[config.mk]
export PLATFORM = sky130hd
export DESIGN_NAME = lru_key_value_cache
export DESIGN_NICKNAME = d
export VERILOG_FILES = /design/src/design/lkv_pkg.sv /design/src/design/lkv_lookup.sv /design/src/design/lkv_entries.sv /design/src/design/lru_key_value_cache.sv
export SDC_FILE = /design/constraint.sdc
export NUM_CORES = 2
export LEC_CHECK = 0
export CAP_MARGIN = 40
export CORE_AREA = 4 4 343 345
export CTS_BUF_LIST = sky130_fd_sc_hd__clkbuf_16
export CTS_CLUSTER_DIAMETER = 30
export CTS_CLUSTER_SIZE = 24
export DETAILED_ROUTE_END_ITERATION = 8
export DIE_AREA = 0 0 347 349
export DONT_BUFFER_PORTS = 1
export GPL_ROUTABILITY_DRIVEN = 0
export GPL_TIMING_DRIVEN = 0
export SLEW_MARGIN = 20
export SYNTH_ARGS = -nofsm -noshare
export SYNTH_HDL_FRONTEND = slang
export SYNTH_HIERARCHICAL = 1
export SYNTH_SLANG_ARGS = --single-unit
export TNS_END_PERCENT = 30
[constraint.sdc]
create_clock -name clk -period 6.6 [get_ports clk]
set_clock_uncertainty 0.15 [all_clocks]
set_input_delay 0.99 -clock clk [delete_from_list [all_inputs] [get_ports clk]]
set_output_delay 0.99 -clock clk [all_outputs]
set_load 0.02 [all_outputs]
[src/design/lkv_pkg.sv]
// ---------------------------------------------------------------------------
// LRU key-value cache package
// Sizes, codes and the lookup decision struct shared by the cache modules.
// ---------------------------------------------------------------------------
package lkv_pkg;

  localparam int ENTRIES = 16;
  localparam int KEY_W   = 32;
  localparam int VAL_W   = 32;
  localparam int RANK_W  = $clog2(ENTRIES);
  localparam int CNT_W   = $clog2(ENTRIES + 1);
  localparam int CAP_W   = 5;
  localparam int APB_DW  = 32;
  localparam int APB_AW  = 2;

  localparam logic [APB_AW-1:0] CAP_ADDR  = '0;
  localparam logic [CAP_W-1:0]  CAP_RESET = 5'd16;

  typedef enum logic {
    CMD_GET = 1'b0,
    CMD_PUT = 1'b1
  } cmd_t;

  typedef logic [ENTRIES-1:0] slot_vec_t;
  typedef logic [KEY_W-1:0]   key_t;
  typedef logic [VAL_W-1:0]   value_t;
  typedef logic [RANK_W-1:0]  rank_t;
  typedef logic [CNT_W-1:0]   count_t;

  // Outcome of one lookup, handed from the compare logic to the entry store.
  typedef struct packed {
    logic      hit;
    slot_vec_t match_oh;
    value_t    hit_value;
    rank_t     hit_rank;
    logic      evict;
    slot_vec_t victim_oh;
    slot_vec_t fill_oh;
  } lkv_decision_t;

endpackage

[src/design/lkv_lookup.sv]
// ---------------------------------------------------------------------------
// LRU key-value cache lookup
// Parallel key compare, victim selection and free slot search.
// ---------------------------------------------------------------------------
module lkv_lookup (
  input  logic                  cmd,
  input  lkv_pkg::key_t         key,
  input  lkv_pkg::key_t         entry_key   [lkv_pkg::ENTRIES],
  input  lkv_pkg::value_t       entry_value [lkv_pkg::ENTRIES],
  input  lkv_pkg::rank_t        entry_rank  [lkv_pkg::ENTRIES],
  input  lkv_pkg::slot_vec_t    entry_valid,
  input  lkv_pkg::count_t       entry_count,
  input  logic [lkv_pkg::CAP_W-1:0] capacity,
  output lkv_pkg::lkv_decision_t decision
);
  import lkv_pkg::*;

  localparam int CMP_W = (CNT_W > CAP_W) ? CNT_W : CAP_W;

  logic [CMP_W-1:0] cap_ext;
  logic [CMP_W-1:0] cap_eff;
  logic [CMP_W-1:0] count_ext;
  logic             put_miss;
  rank_t            oldest_rank;
  slot_vec_t        free_vec;
  lkv_decision_t    dec;

  always_comb begin
    dec = '0;
    for (int i = 0; i < ENTRIES; i++) begin
      dec.match_oh[i] = entry_valid[i] && (entry_key[i] == key);
    end
    dec.hit = |dec.match_oh;

    // Keys are unique among valid slots, so an OR of the matching slot is a mux.
    for (int i = 0; i < ENTRIES; i++) begin
      if (dec.match_oh[i]) begin
        dec.hit_value = dec.hit_value | entry_value[i];
        dec.hit_rank  = dec.hit_rank | entry_rank[i];
      end
    end

    cap_ext   = CMP_W'(capacity);
    count_ext = CMP_W'(entry_count);
    priority if (cap_ext == '0) begin
      cap_eff = CMP_W'(1);
    end else if (cap_ext > CMP_W'(ENTRIES)) begin
      cap_eff = CMP_W'(ENTRIES);
    end else begin
      cap_eff = cap_ext;
    end

    put_miss  = (cmd == CMD_PUT) && !dec.hit;
    dec.evict = put_miss && (entry_count != '0) && (count_ext >= cap_eff);

    // Valid ranks are exactly 0 .. count-1, so the oldest slot holds count-1.
    oldest_rank = RANK_W'(entry_count - CNT_W'(1));
    for (int i = 0; i < ENTRIES; i++) begin
      dec.victim_oh[i] = dec.evict && entry_valid[i] && (entry_rank[i] == oldest_rank);
    end

    // Lowest free slot after the eviction.
    free_vec    = ~(entry_valid & ~dec.victim_oh);
    dec.fill_oh = put_miss ? (free_vec & slot_vec_t'(~free_vec + slot_vec_t'(1))) : '0;
  end

  assign decision = dec;

endmodule

[src/design/lkv_entries.sv]
// ---------------------------------------------------------------------------
// LRU key-value cache entry store
// Slot keys, values, valid bits, recency ranks and the fill count.
// ---------------------------------------------------------------------------
module lkv_entries (
  input  logic                   clk,
  input  logic                   rst,
  input  logic                   upd_valid,
  input  logic                   cmd,
  input  lkv_pkg::key_t          key,
  input  lkv_pkg::value_t        value,
  input  lkv_pkg::lkv_decision_t decision,
  output lkv_pkg::key_t          entry_key   [lkv_pkg::ENTRIES],
  output lkv_pkg::value_t        entry_value [lkv_pkg::ENTRIES],
  output lkv_pkg::rank_t         entry_rank  [lkv_pkg::ENTRIES],
  output lkv_pkg::slot_vec_t     entry_valid,
  output lkv_pkg::count_t        entry_count
);
  import lkv_pkg::*;

  logic put_miss;
  logic put_hit;

  assign put_miss = upd_valid && (cmd == CMD_PUT) && !decision.hit;
  assign put_hit  = upd_valid && (cmd == CMD_PUT) && decision.hit;

  // Control state: valid bits, ranks and count.
  always_ff @(posedge clk) begin
    if (rst) begin
      entry_valid <= '0;
      entry_count <= '0;
      for (int i = 0; i < ENTRIES; i++) begin
        entry_rank[i] <= '0;
      end
    end else if (upd_valid) begin
      if (put_miss) begin
        entry_count <= entry_count - CNT_W'(decision.evict) + CNT_W'(1);
        for (int i = 0; i < ENTRIES; i++) begin
          if (decision.fill_oh[i]) begin
            entry_valid[i] <= 1'b1;
            entry_rank[i]  <= '0;
          end else if (decision.victim_oh[i]) begin
            entry_valid[i] <= 1'b0;
            entry_rank[i]  <= '0;
          end else if (entry_valid[i]) begin
            entry_rank[i] <= entry_rank[i] + RANK_W'(1);
          end
        end
      end else if (decision.hit) begin
        // Promote the hit slot; more recent slots move back by one.
        for (int i = 0; i < ENTRIES; i++) begin
          if (decision.match_oh[i]) begin
            entry_rank[i] <= '0;
          end else if (entry_valid[i] && (entry_rank[i] < decision.hit_rank)) begin
            entry_rank[i] <= entry_rank[i] + RANK_W'(1);
          end
        end
      end
    end
  end

  // Payload: no reset, only read while the slot is valid.
  always_ff @(posedge clk) begin
    for (int i = 0; i < ENTRIES; i++) begin
      if (put_miss && decision.fill_oh[i]) begin
        entry_key[i]   <= key;
        entry_value[i] <= value;
      end else if (put_hit && decision.match_oh[i]) begin
        entry_value[i] <= value;
      end
    end
  end

endmodule

[src/design/lru_key_value_cache.sv]
// ---------------------------------------------------------------------------
// LRU key-value cache
// Sixteen-slot fully associative key-value store with LRU replacement.
// ---------------------------------------------------------------------------
// A request transfer is captured in the request register, looked up and applied
// there, and its result, with done high, is captured in the result register.
// Throughput: one request per cycle; busy stays low, set by the single lookup
// and update pass between the request register and the result register.
// Reset clears all valid bits, ranks and the fill count, and sets
// capacity to 16. The receiver cannot stall, so no result is held.
module lru_key_value_cache (
  input  logic                             clk,
  input  logic                             rst,
  input  logic                             start,
  output logic                             busy,
  input  logic                             cmd,
  input  logic signed [lkv_pkg::KEY_W-1:0] key,
  input  logic signed [lkv_pkg::VAL_W-1:0] value,
  output logic                             done,
  output logic                             hit,
  output logic signed [lkv_pkg::VAL_W-1:0] read_value,
  output logic                             evicted,
  input  logic                             psel,
  input  logic                             penable,
  input  logic                             pwrite,
  input  logic [lkv_pkg::APB_AW-1:0]       paddr,
  input  logic [lkv_pkg::APB_DW-1:0]       pwdata,
  output logic [lkv_pkg::APB_DW-1:0]       prdata,
  output logic                             pready
);
  import lkv_pkg::*;

  // Request register: the item being looked up this cycle.
  logic             in_valid;
  logic             in_cmd;
  key_t             in_key;
  value_t           in_value;

  // Configuration register.
  logic [CAP_W-1:0] capacity;

  // Entry state.
  key_t             entry_key   [ENTRIES];
  value_t           entry_value [ENTRIES];
  rank_t            entry_rank  [ENTRIES];
  slot_vec_t        entry_valid;
  count_t           entry_count;

  lkv_decision_t    decision;
  value_t           read_value_next;

  // Every cycle can take a new request: the lookup and the state update of
  // the previous request finish in the same cycle it sits in the register.
  assign busy   = 1'b0;
  assign pready = 1'b1;
  assign prdata = APB_DW'(capacity);

  always_ff @(posedge clk) begin
    if (rst) begin
      capacity <= CAP_RESET;
    end else if (psel && penable && pwrite && pready && (paddr == CAP_ADDR)) begin
      capacity <= pwdata[CAP_W-1:0];
    end
  end

  // Capture a request transfer.
  always_ff @(posedge clk) begin
    if (rst) begin
      in_valid <= 1'b0;
    end else begin
      in_valid <= start && !busy;
    end
  end

  always_ff @(posedge clk) begin
    if (start && !busy) begin
      in_cmd   <= cmd;
      in_key   <= key;
      in_value <= value;
    end
  end

  lkv_lookup u_lookup (
    .cmd         (in_cmd),
    .key         (in_key),
    .entry_key   (entry_key),
    .entry_value (entry_value),
    .entry_rank  (entry_rank),
    .entry_valid (entry_valid),
    .entry_count (entry_count),
    .capacity    (capacity),
    .decision    (decision)
  );

  lkv_entries u_entries (
    .clk         (clk),
    .rst         (rst),
    .upd_valid   (in_valid),
    .cmd         (in_cmd),
    .key         (in_key),
    .value       (in_value),
    .decision    (decision),
    .entry_key   (entry_key),
    .entry_value (entry_value),
    .entry_rank  (entry_rank),
    .entry_valid (entry_valid),
    .entry_count (entry_count)
  );

  // Only a get that hits returns stored data; everything else reads all ones.
  assign read_value_next = ((in_cmd == CMD_GET) && decision.hit) ? decision.hit_value : '1;

  // Result register: one transfer per request, shown for exactly one cycle.
  always_ff @(posedge clk) begin
    if (rst) begin
      done <= 1'b0;
    end else begin
      done <= in_valid;
    end
  end

  always_ff @(posedge clk) begin
    if (in_valid) begin
      hit        <= decision.hit;
      read_value <= read_value_next;
      evicted    <= decision.evict;
    end
  end

endmodule

==> metrics.txt <==
# TYPE chip_impl_metric gauge
chip_impl_metric{name="drt-pass1-iter-count",unit=""} 6
chip_impl_metric{name="drt_first_iter_violations",unit=""} 4428
chip_impl_metric{name="clkSlewWorstSetupHoldPaths",unit="ps"} 60
chip_impl_metric{name="grt_pass1_wl",unit="µm"} 238300
chip_impl_info{name="violations_in_the_final_reports",value="setup timing"} 1
chip_impl_metric{name="total_routing_resource_utilization_after_global_routing",unit="%"} 27.77
chip_impl_metric{name="post_layout_nonfiller_instances",unit=""} 5443
chip_impl_info{name="critPathLaunchType",value="flip-flop"} 1
chip_impl_metric{name="ys_ff_latch",unit=""} 1215
chip_impl_metric{name="leakagePower",unit="nW"} 22.00
chip_impl_metric{name="width_of_the_die",unit="µm"} 347
chip_impl_metric{name="finalCritPeriodShare",unit="%"} 100.7
chip_impl_metric{name="power.share.combinational",unit="%"} 3.8
chip_impl_metric{name="grt.overflow.total",unit=""} 0
chip_impl_metric{name="top_level_ports",unit=""} 174
chip_impl_metric{name="worst_pin_slew",unit="ps"} 1042
chip_impl_metric{name="final_core_utilization",unit="%"} 55.76
chip_impl_metric{name="dpl_worst_slack",unit="ps"} -446.7
chip_impl_metric{name="die_y_extent",unit="µm"} 349
chip_impl_metric{name="tritoncts_num_sinks",unit=""} 1215
chip_impl_metric{name="net-switching-power",unit="mW"} 4.897
chip_impl_metric{name="detail_route.drc_violations",unit=""} 0
chip_impl_info{name="tritoncts_clock_tree",value="done"} 1
chip_impl_metric{name="worst-r2r-cell-count",unit=""} 15
chip_impl_metric{name="critical_path_peak_fanout",unit=""} 32
chip_impl_metric{name="fp.dieArea",unit="µm²"} 121100
chip_impl_metric{name="setup-tns-final",unit="ps"} -261.1
chip_impl_metric{name="worstPathArrival",unit="ps"} 6920
chip_impl_metric{name="placed_cells_incl_taps",unit=""} 4982
chip_impl_metric{name="setup_viol",unit=""} 19
chip_impl_metric{name="critPathRequiredTime",unit="ps"} 6880
chip_impl_metric{name="largest_net_degree_at_the_start_of_global_routing",unit=""} 67
chip_impl_info{name="leading_cell_type_in_the_layout_fill_and_taps_excluded",value="sky130_fd_sc_hd__edfxtp_1"} 1
chip_impl_metric{name="hold_viol",unit=""} 0
chip_impl_metric{name="powerDensity",unit="nW/µm²"} 342.3
chip_impl_metric{name="placement.io_buffers",unit=""} 0
chip_impl_metric{name="clock_buffers_created_by_tritoncts",unit=""} 233
chip_impl_metric{name="htree_num_levels",unit=""} 4
chip_impl_metric{name="synthToLayoutAreaGrowth",unit="%"} 23.96
chip_impl_metric{name="synth-warning-count",unit=""} 6
chip_impl_metric{name="relSlewSlack",unit="%"} 29.99
chip_impl_metric{name="final_area",unit="µm²"} 63670
chip_impl_metric{name="synth_area",unit="µm²"} 51360
chip_impl_metric{name="vias_per_cell",unit=""} 6.125
chip_impl_metric{name="postCtsHoldBufs",unit=""} 0
chip_impl_metric{name="std_cell_rows",unit=""} 124
chip_impl_metric{name="fp.coreArea",unit="µm²"} 114200
chip_impl_metric{name="internal-power",unit="mW"} 16.90
chip_impl_metric{name="routed_wirelength",unit="µm"} 172600
chip_impl_metric{name="swShare",unit="%"} 22.46
chip_impl_info{name="setup_repair_after_global_routing_missed_its_margin",value="yes"} 1
chip_impl_info{name="synth_flop_cell",value="sky130_fd_sc_hd__edfxtp_1"} 1
chip_impl_info{name="setup.worst_path.class",value="flip-flop to flip-flop"} 1
chip_impl_metric{name="timing.final.crit_period",unit="ps"} 6644
chip_impl_metric{name="cap_violations",unit=""} 0
chip_impl_metric{name="share_seq_of_total_power",unit="%"} 39.7
chip_impl_metric{name="synthCells",unit=""} 3350
chip_impl_metric{name="grt_antenna_before_repair",unit=""} 14
chip_impl_metric{name="routed-via-count",unit=""} 33340
chip_impl_metric{name="cts.path.max_buffers",unit=""} 3
chip_impl_metric{name="synth_enable_flop_cells",unit=""} 1123
chip_impl_info{name="class_of_the_worst_hold_path",value="input pin to flip-flop"} 1
chip_impl_metric{name="antenna_violating_nets_post_route",unit=""} 0
chip_impl_metric{name="final_critical_path_setup_slack",unit="ps"} -44.06
chip_impl_info{name="run_status",value="finished with violations"} 1
chip_impl_metric{name="clk_latency",unit="ps"} 860
chip_impl_metric{name="fin_hold_ws",unit="ps"} 71.66
chip_impl_metric{name="final-max-slew-violation-count",unit=""} 0
chip_impl_metric{name="yosys.cell_types.count",unit=""} 71
chip_impl_metric{name="synth.avg_cell_area",unit="µm²"} 15.33
chip_impl_metric{name="max_freq",unit="MHz"} 150.5
chip_impl_metric{name="postSynth.asyncResetShare",unit="%"} 0
chip_impl_metric{name="min_path_cells",unit=""} 0
chip_impl_metric{name="dp.final_hpwl",unit="µm"} 107700
chip_impl_info{name="layout_common_cells",value="sky130_fd_sc_hd__edfxtp_1, sky130_fd_sc_hd__xor2_1, sky130_fd_sc_hd__clkbuf_16, sky130_fd_sc_hd__a221oi_1, sky130_fd_sc_hd__a22o_1"} 1
chip_impl_metric{name="ir_worst_vdd",unit="V"} 0.0003153
chip_impl_metric{name="finalPower",unit="mW"} 21.80
chip_impl_metric{name="wl_per_cell",unit="µm"} 31.71
chip_impl_metric{name="pwr-share-clk",unit="%"} 56.5
chip_impl_metric{name="first_global_vias",unit=""} 31650
chip_impl_metric{name="drive_above_1_share",unit="%"} 18.95
chip_impl_metric{name="dpl_cell_area",unit="µm²"} 55020
chip_impl_metric{name="seq_area_frac_synth",unit="%"} 69.24
chip_impl_info{name="critical_path_sink_type",value="flip-flop"} 1
chip_impl_metric{name="num_antenna_cells",unit=""} 0
chip_impl_metric{name="fin_nets",unit=""} 3910
chip_impl_info{name="cts_root_buffer",value="sky130_fd_sc_hd__clkbuf_16"} 1
chip_impl_metric{name="effective_utilization_at_floorplan",unit="%"} 44.98
==> worst paths after layout <==
kind / startpoint / to / slack [ps]
worst max-delay path: in_key[9]$_DFFE_PP_ / u_entries/entry_value[183]$_DFFE_PP_ / -40
worst min-delay path: key[3] / in_key[3]$_DFFE_PP_ / 70
worst min register to register: u_entries/entry_count[0]$_SDFFE_PP0P_ / u_entries/entry_count[0]$_SDFFE_PP0P_ / 330
worst max register to register: in_key[9]$_DFFE_PP_ / u_entries/entry_value[183]$_DFFE_PP_ / -40
==> registers in the layout (all words and copies together) (netlist names) <==
name and cells:
evicted 1, in_key 32, in_valid 1, u_entries/entry_valid 16, read_value 32, u_entries/entry_value 512, capacity 5, in_cmd 1
u_entries/entry_key 512, u_entries/entry_rank 64, in_value 32, u_entries/entry_count 5, hit 1, done 1
==> worst max-delay path, stage by stage, from the launching register on <==
cell	delay, ps
sky130_fd_sc_hd__edfxtp_1	650
sky130_fd_sc_hd__buf_2	490
sky130_fd_sc_hd__buf_4	380
sky130_fd_sc_hd__xor2_1	200
sky130_fd_sc_hd__nor4_1	90
sky130_fd_sc_hd__nand4_1	170
sky130_fd_sc_hd__nor3_1	100
sky130_fd_sc_hd__nor3_1	800
sky130_fd_sc_hd__nand2_1	370
sky130_fd_sc_hd__or3_1	430
sky130_fd_sc_hd__buf_2	200
sky130_fd_sc_hd__inv_2	200
sky130_fd_sc_hd__nand2_1	110
sky130_fd_sc_hd__a2111oi_0	730
sky130_fd_sc_hd__and2_2	480
sky130_fd_sc_hd__a21o_4	610
==> metal layers <==
layer	track usage, %	up-vias	part of all wire, %
met2	41.43	2133	44
met1	39.53	17070	41
li1	-	13770	-
met3	7.378	359	12
met4	9.654	10	3.4
met5	0	-	0.096
==> power by group through the flow <==
stage | combinational (mW) | sequential [mW] | clock (mW)
detailed placement | 0.762 | 8.82 | 0
finish | 0.818 | 8.66 | 12.3
floorplan | 0.420 | 8.76 | 0
CTS | 0.790 | 8.66 | 12.4
global route | 0.845 | 8.66 | 12.8
global placement | 0.615 | 8.91 | 0
==> cell usage after synthesis (65+ instances only) <==
master,count,area (µm²)
sky130_fd_sc_hd__nor2_1,73,274.0
sky130_fd_sc_hd__nand3_1,86,430.4
sky130_fd_sc_hd__xnor2_1,96,840.8
sky130_fd_sc_hd__dfxtp_1,92,1842
sky130_fd_sc_hd__xor2_1,468,4099
sky130_fd_sc_hd__ha_1,77,963.4
sky130_fd_sc_hd__edfxtp_1,1123,33720
sky130_fd_sc_hd__nor4_1,108,675.7
sky130_fd_sc_hd__a221oi_1,146,1279
sky130_fd_sc_hd__a22o_1,145,1270
sky130_fd_sc_hd__clkbuf_1,76,285.3
sky130_fd_sc_hd__nand4_1,70,437.9
sky130_fd_sc_hd__nand2_1,68,255.2
sky130_fd_sc_hd__buf_4,65,488.0
==> cell families after synthesis <==
kind of cell	count (synthesis)	synth area share, %
other	2	0.01462
AOI/OAI and AO/OA	520	8.265
adders and majority gates	77	1.876
and+or+nand+nor	652	7.118
xor gates and xnor gates	568	9.802
buffers and inverters	265	2.655
muxes	51	1.030
DFF	1215	69.24
==> area by class of cell <==
class | instances | area [µm²]
Sequential cell | 1215 | 35570
Clock inverter | 204 | 2514
Fill cell | 9009 | 50520
Clock buffer | 234 | 5856
Multi-Input combinational cell | 1906 | 14820
Buffer | 200 | 1162
Timing Repair Buffer | 108 | 1623
Tap cell | 1512 | 1892
Inverter | 64 | 240.2
==> timing repair <==
| item | CTS | global route |
|---|---|---|
| gates cloned | 6 | 3 |
| setup endpoints to repair | 558 | 416 |
| setup buffers | 7 | 2 |
| resized for setup | 12 | 12 |
| pin swaps | 3 | 0 |
No activity file was read; power rests on OpenSTA's default activity.
